`src/design/dpbp_pkg.sv`:
```
// shared types and constants for the depth pixel back-projection block
`default_nettype none
package dpbp_pkg;

  localparam int CFG_INDEX_W = 3;
  localparam int CFG_DATA_W  = 24;

  // configuration register indexes
  localparam logic [CFG_INDEX_W-1:0] REG_INV_DEPTH_SCALE = 3'd0;
  localparam logic [CFG_INDEX_W-1:0] REG_CENTER_X        = 3'd1;
  localparam logic [CFG_INDEX_W-1:0] REG_CENTER_Y        = 3'd2;
  localparam logic [CFG_INDEX_W-1:0] REG_INV_FOCAL_X     = 3'd3;
  localparam logic [CFG_INDEX_W-1:0] REG_INV_FOCAL_Y     = 3'd4;

  // register reset values
  localparam logic [23:0] RST_INV_DEPTH_SCALE = 24'd16777;
  localparam logic [15:0] RST_CENTER_X        = 16'd5208;
  localparam logic [15:0] RST_CENTER_Y        = 16'd4056;
  localparam logic [23:0] RST_INV_FOCAL_X     = 24'd32389;
  localparam logic [23:0] RST_INV_FOCAL_Y     = 24'd32389;

  localparam logic [23:0] POS_MAX24 = 24'h7FFFFF;
  localparam logic [23:0] NEG_MAX24 = 24'h800000;
  localparam logic [23:0] MAX24U    = 24'hFFFFFF;

  // load enables of the five pipeline stages
  typedef struct packed {
    logic s1;
    logic s2;
    logic s3;
    logic s4;
    logic s5;
  } stage_en_t;

  typedef struct packed {
    logic [7:0] blue;
    logic [7:0] green;
    logic [7:0] red;
  } color_t;

endpackage
`default_nettype wire

```
`src/design/dpbp_axis.sv`:
```
// one lateral axis: pixel offset, scale by depth and reciprocal focal length, saturate
`default_nettype none
module dpbp_axis (
  input  wire                     clk,
  input  dpbp_pkg::stage_en_t     en,
  input  wire  [11:0]             pixel,
  input  wire  [15:0]             center,
  input  wire  [31:0]             zq,
  input  wire  [23:0]             inv_f,
  output logic [23:0]             point
);
  import dpbp_pkg::*;

  logic [15:0] pix4;
  logic [15:0] mag1, mag2;
  logic        neg1, neg2, neg3, neg4;
  logic [47:0] m3;
  logic [47:0] hi4, lo4;
  logic [48:0] lo_round;
  logic [48:0] total;
  logic [44:0] mag;
  logic [23:0] point_next;

  assign pix4 = {pixel, 4'b0000};

  always_ff @(posedge clk) begin
    if (en.s1) begin
      neg1 <= pix4 < center;
      mag1 <= (pix4 < center) ? (center - pix4) : (pix4 - center);
    end
    if (en.s2) begin
      neg2 <= neg1;
      mag2 <= mag1;
    end
    if (en.s3) begin
      neg3 <= neg2;
      m3   <= {32'd0, mag2} * {16'd0, zq};
    end
    if (en.s4) begin
      neg4 <= neg3;
      hi4  <= {24'd0, m3[47:24]} * {24'd0, inv_f};
      lo4  <= {24'd0, m3[23:0]} * {24'd0, inv_f};
    end
    if (en.s5) begin
      point <= point_next;
    end
  end

  // split product keeps each multiplier at 24x24; rounding half up at bit 27
  always_comb begin
    lo_round = {1'b0, lo4} + 49'(28'h8000000);
    total    = {1'b0, hi4} + {24'd0, lo_round[48:24]};
    mag      = total[48:4];
    if (neg4) begin
      if (mag > {21'd0, NEG_MAX24}) begin
        point_next = NEG_MAX24;
      end else begin
        point_next = 24'd0 - mag[23:0];
      end
    end else begin
      if (mag > {21'd0, POS_MAX24}) begin
        point_next = POS_MAX24;
      end else begin
        point_next = mag[23:0];
      end
    end
  end

endmodule
`default_nettype wire

```
`config.mk`:
```
export PLATFORM = sky130hd
export DESIGN_NAME = dpbp_axis
export DESIGN_NICKNAME = d
export VERILOG_FILES = /design/src/design/dpbp_pkg.sv /design/src/design/dpbp_axis.sv
export SDC_FILE = /design/constraint.sdc
export NUM_CORES = 2
export LEC_CHECK = 0
export BUFFER_PORTS_ARGS = -buffer_cell sky130_fd_sc_hd__buf_2
export CAP_MARGIN = 10
export CORE_MARGIN = 2
export CORE_UTILIZATION = 45
export CTS_BUF_LIST = sky130_fd_sc_hd__clkbuf_4
export DETAILED_ROUTE_END_ITERATION = 10
export MAX_ROUTING_LAYER = met4
export PLACE_DENSITY_LB_ADDON = 0.3
export SYNTH_ARGS = -nofsm -noshare
export SYNTH_HDL_FRONTEND = slang
export SYNTH_SLANG_ARGS = --single-unit
```
`constraint.sdc`:
```
create_clock -name clk -period 14.1 [get_ports clk]
set_clock_uncertainty 0.2 [all_clocks]
set_input_delay 2.82 -clock clk [delete_from_list [all_inputs] [get_ports clk]]
set_output_delay 2.82 -clock clk [all_outputs]
set_load 0.05 [all_outputs]
```
Yosys cells after proc, flatten, opt, wreduce, memory -nomap -nowiden
Cells that the tools add are included.
{ "op_classes": {"add_sub_neg": 5, "n_mul": 3, "magnitude_cmp": 3, "muxes": 4} }
{ "op_table": {"columns": ["cell", "n"], "rows": [
  ["$mul A24 B24 Y48", 2],
  ["$mux W24", 3],
  ["$add A48 B25 Y49", 1],
  ["$add A48 B28 Y49 const B", 1],
  ["$mul A16 B32 Y48", 1],
  ["$gt A45 B23 Y1 const B", 1],
  ["$gt A45 B24 Y1 const B", 1],
  ["$sub A16 B16 Y16", 2],
  ["$sub A1 B24 Y24 const A", 1],
  ["$lt A16 B16 Y1", 1],
  ["$mux W16", 1]
]} }
{ "totals": {"regBits": 204, "input_bits": 90, "output_inout_bits": 24, "wordCells": 25} }

Logic depth before layout (Yosys ltp)
{ "logic_depth": {"depth_word": 5, "depth_mapped": 28, "depth_no_buf": 26} }

Least setup slack after synthesis
No wires, ideal clock.
{ "synth_timing": {"path_kind": "input -> register", "start": "in inv_f[3]", "end": "reg hi4[39], data pin", "setup_time_ns": 0.261, "arrival_time_ns": 9.330, "t_required_ns": 13.639, "setup_slack_ns": 4.309, "cell_stages": 26, "n_path_buf": 2, "cell_sequence": "clkbuf_1 > clkbuf_1 > nand2_1 > fa_1 > inv_1 > fa_1 > inv_1 > fa_1 > fa_1 > inv_1 > fa_1 > fa_1 > inv_1 > fa_1 > inv_1 > ha_1 > a21o_1 > a21o_1 > a21o_1 > a221o_1 > a21o_1 > o21a_1 > o2111a_1 > o21ai_0 > a21oi_1 > a311o_1"} }
{ "synth_between": {"elab_chain_cells": 1} }
{ "synth_lines": {"columns": ["element", "line", "text"], "rows": [
  ["start: declaration", "dpbp_axis.sv:9", "input wire [23:0] inv_f,"],
  ["$mul A24 B24 Y48", "dpbp_axis.sv:41", "hi4 <= {24'd0, m3[47:24]} * {24'd0, inv_f};"],
  ["end signal: assignment", "dpbp_axis.sv:41", null],
  ["end: declaration", "dpbp_axis.sv:18", "logic [47:0] hi4, lo4;"]
]} }
Every way passes these cells.
A chain may end at the register's enable or synchronous reset.

Worst setup path in the final report
{ "layout_timing": {"start": "in inv_f[4]", "end": "reg lo4[42], data pin"} }
{ "layout_between": {"elab_chain_cells": 1} }
{ "layout_lines": {"columns": ["element", "line", "text"], "rows": [
  ["$mul A24 B24 Y48", "dpbp_axis.sv:42", "lo4 <= {24'd0, m3[23:0]} * {24'd0, inv_f};"],
  ["end signal: assignment", "dpbp_axis.sv:42", null],
  ["end: declaration", "dpbp_axis.sv:18", null]
]} }
Every way passes these cells.

==> flow_summary.yaml <==
worst_setup_path:
  crit_top_cell: "fa_1"
  crit_fanout: 32
  worstSetupStartpointType: "input port"
  required_ns: 14.67
  worstSetupPathType: "input port to flip-flop"
  critical_path_buf_inv_count: 7
  crit_family: "adder cells"
  crit_start: "inv_f[4]"
  rr_startpoint: "m3[3]$_DFFE_PP_"
  cp.arrival_ns: 10.40
  crit_path_end_kind: "flip-flop"
  slowest_stage: "fa_1"
  max_stage_delay_ns: 0.54
clock_tree:
  post_cts_buffers: 0
  clock-root-buffer: "clkbuf_4"
  h-tree-depth: 4
  clkSinkCount: 180
  hold_buffers: 0
  clk_pin_slew_ns: 0.16
  post_cts_resized: 0
  ctsLongestPathBuffers: 2
  cts_inserted_buffers: 17
  cts_tree: "done"
  clkLatencyLatePin_ns: 0.95
synthesis:
  synthFlopType: "edfxtp_1"
  synth.avg_cell_area_um2: 9.08
  ys_ff_latch: 180
  synthesis.area_um2: 62800
  synth_fp_nets: 8906
  ys_types: 89
  synth_edf_count: 180
  yosysSeqAreaShare_pct: 8.61
  synth_warnings: 0
  async_reset_ff_share_pct: 0
  netlist_instances: 6920
global_routing:
  antenna_found_initial: 10
  grt_max_degree: 66
  grt_pass1_vias: 49134
  grt_pass1_wl_um: 265000
  track_usage_pct: 24.2
  overflow: 0
timing:
  fin_crit_ns: 9.82
  timing.setup.tns_ns: 0
  tightest_slew_ns: 1.18
  final-setup-viol-count: 0
  hold_viol: 0
  maxSlewViolCount: 0
  rsz0062_at_grt: "false"
  fmax_ghz: 0.102
  max_slew_margin_pct: 21.4
  fin_crit_sh_pct: 69.7
routing:
  drc: 0
  wire_per_inst_um: 18.5
  vias: 46193
  routed_wl_um: 161000
  ant_nets: 0
  first_pass_iters: 7
  drt_iter0_drc: 2934
  via_per_inst: 5.31
place:
  dpl_cell_area_um2: 65100
  gp_congestion: 0.908
  dp_hpwl_um: 126000
  port-buffer-count: 113
worst_hold_path:
  hp-start: "mag1[4]$_DFFE_PP_"
  hp-class: "flip-flop to flip-flop"
floorplan:
  die_area_um2: 143000
  io_pins: 114
  die_w_um: 378
  core_area_um2: 139000
  initial_core_util_pct: 45.2
  rows: 137
  die_y_um: 378
layout:
  final_area_um2: 65400
  area.growth.synth_to_final_pct: 4.15
  layout_commonest_cell: "inv_1"
  final_cell_mix: "inv_1 (1582), fa_1 (1382), nand2_1 (1059)"
  drive_gt1_share_pct: 4.05
  nets: 8787
outcome:
  status: "finished clean"
run:
  drv_cap: 0
==> flip-flops by register name, indices dropped and copies added (netlist names) <==
register  flops
hi4          48
m3           48
lo4          24
point        24
mag1         16
mag2         16
neg1          1
neg2          1
neg3          1
neg4          1
==> final cells by class <==
cell class	count	area (um^2)
diodes	12	30.0
fillers	13244	73600
inverters	1582	5940
flip-flops and latches	180	5410
clock inverters	14	148
clock buffers	18	135
repair buffers	201	1230
multi-input cells	4819	50200
well taps	1876	2350
==> cell usage after synthesis, types with 17 or more instances <==
master | instances | area share, %
o21ai_0 | 78 | 0.62
a21oi_1 | 151 | 1.2
o21a_1 | 29 | 0.35
clkbuf_1 | 330 | 2.0
nor2b_1 | 19 | 0.19
edfxtp_1 | 180 | 8.6
nand2_1 | 1059 | 6.3
fa_1 | 1382 | 44
ha_1 | 514 | 10
o21bai_1 | 24 | 0.29
nand2b_1 | 19 | 0.19
a21o_1 | 80 | 0.96
and2_1 | 747 | 7.4
and3_1 | 23 | 0.23
o211ai_1 | 17 | 0.20
nor2_1 | 102 | 0.61
a211oi_1 | 18 | 0.22
xor2_1 | 50 | 0.70
inv_1 | 1582 | 9.5
nand3_1 | 66 | 0.53
nand4_1 | 26 | 0.26
nor3_1 | 55 | 0.44
xnor2_1 | 105 | 1.5
==> cell families after synthesis <==
family                     synth area share, %
buffers and inverters                     11.5
adders and majority gates                 54.3
DFF                                       8.61
AOI/OAI and AO/OA                         5.93
xor gates and xnor gates                  2.21
and+or+nand+nor                           17.2
muxes                                    0.235
==> worst register-to-register path, stage by stage (launching register included) <==
cell       delay, ns
edfxtp_1        0.89
and2_1          0.42
fa_1            0.50
inv_1           0.06
fa_1            0.49
inv_1           0.05
fa_1            0.51
ha_1            0.16
inv_1           0.05
fa_1            0.48
inv_1           0.06
fa_1            0.55
fa_1            0.42
ha_1            0.31
nand4_1         0.13
a2111oi_0       0.72
o211a_1         0.30
o2111a_1        0.18
nor2_1          0.12
a211oi_1        0.57
o21a_1          0.32
a21oi_1         0.11
xnor2_1         0.13
==> metal layers <==
layer / part of all wire, % / GRT usage [%] / vias up
met5: 0 / - / -
met4: 2.9 / 7.05 / 0
met3: 5.9 / 2.63 / 261
met2: 49 / 39.9 / 1502
met1: 42 / 31.8 / 23928
li1: - / - / 20502
==> metrics by stage <==
stage	std cells	utilization, %	hold slack, ns	worst slack [ns]
floorplan	6920	-	0.200	4.31
global placement	8658	46.8	0.200	3.47
detailed placement	8658	46.8	0.205	3.40
CTS	8690	47.0	0.238	4.40
global route	8700	47.1	0.246	3.88
finish	8702	47.1	0.224	4.28
==> path summary, 6_finish.rpt <==
kind,endpoint,slack [ns],cells after the start
hold reg to reg,mag2[4]$_DFFE_PP_,0.22,0
setup reg to reg,lo4[41]$_DFFE_PP_,6.13,22
setup / recovery,lo4[42]$_DFFE_PP_,4.28,25
hold / removal,mag2[4]$_DFFE_PP_,0.22,0
Power is not shown: default switching activity piles up to over one toggle a cycle in this logic, so the estimate is an artifact.
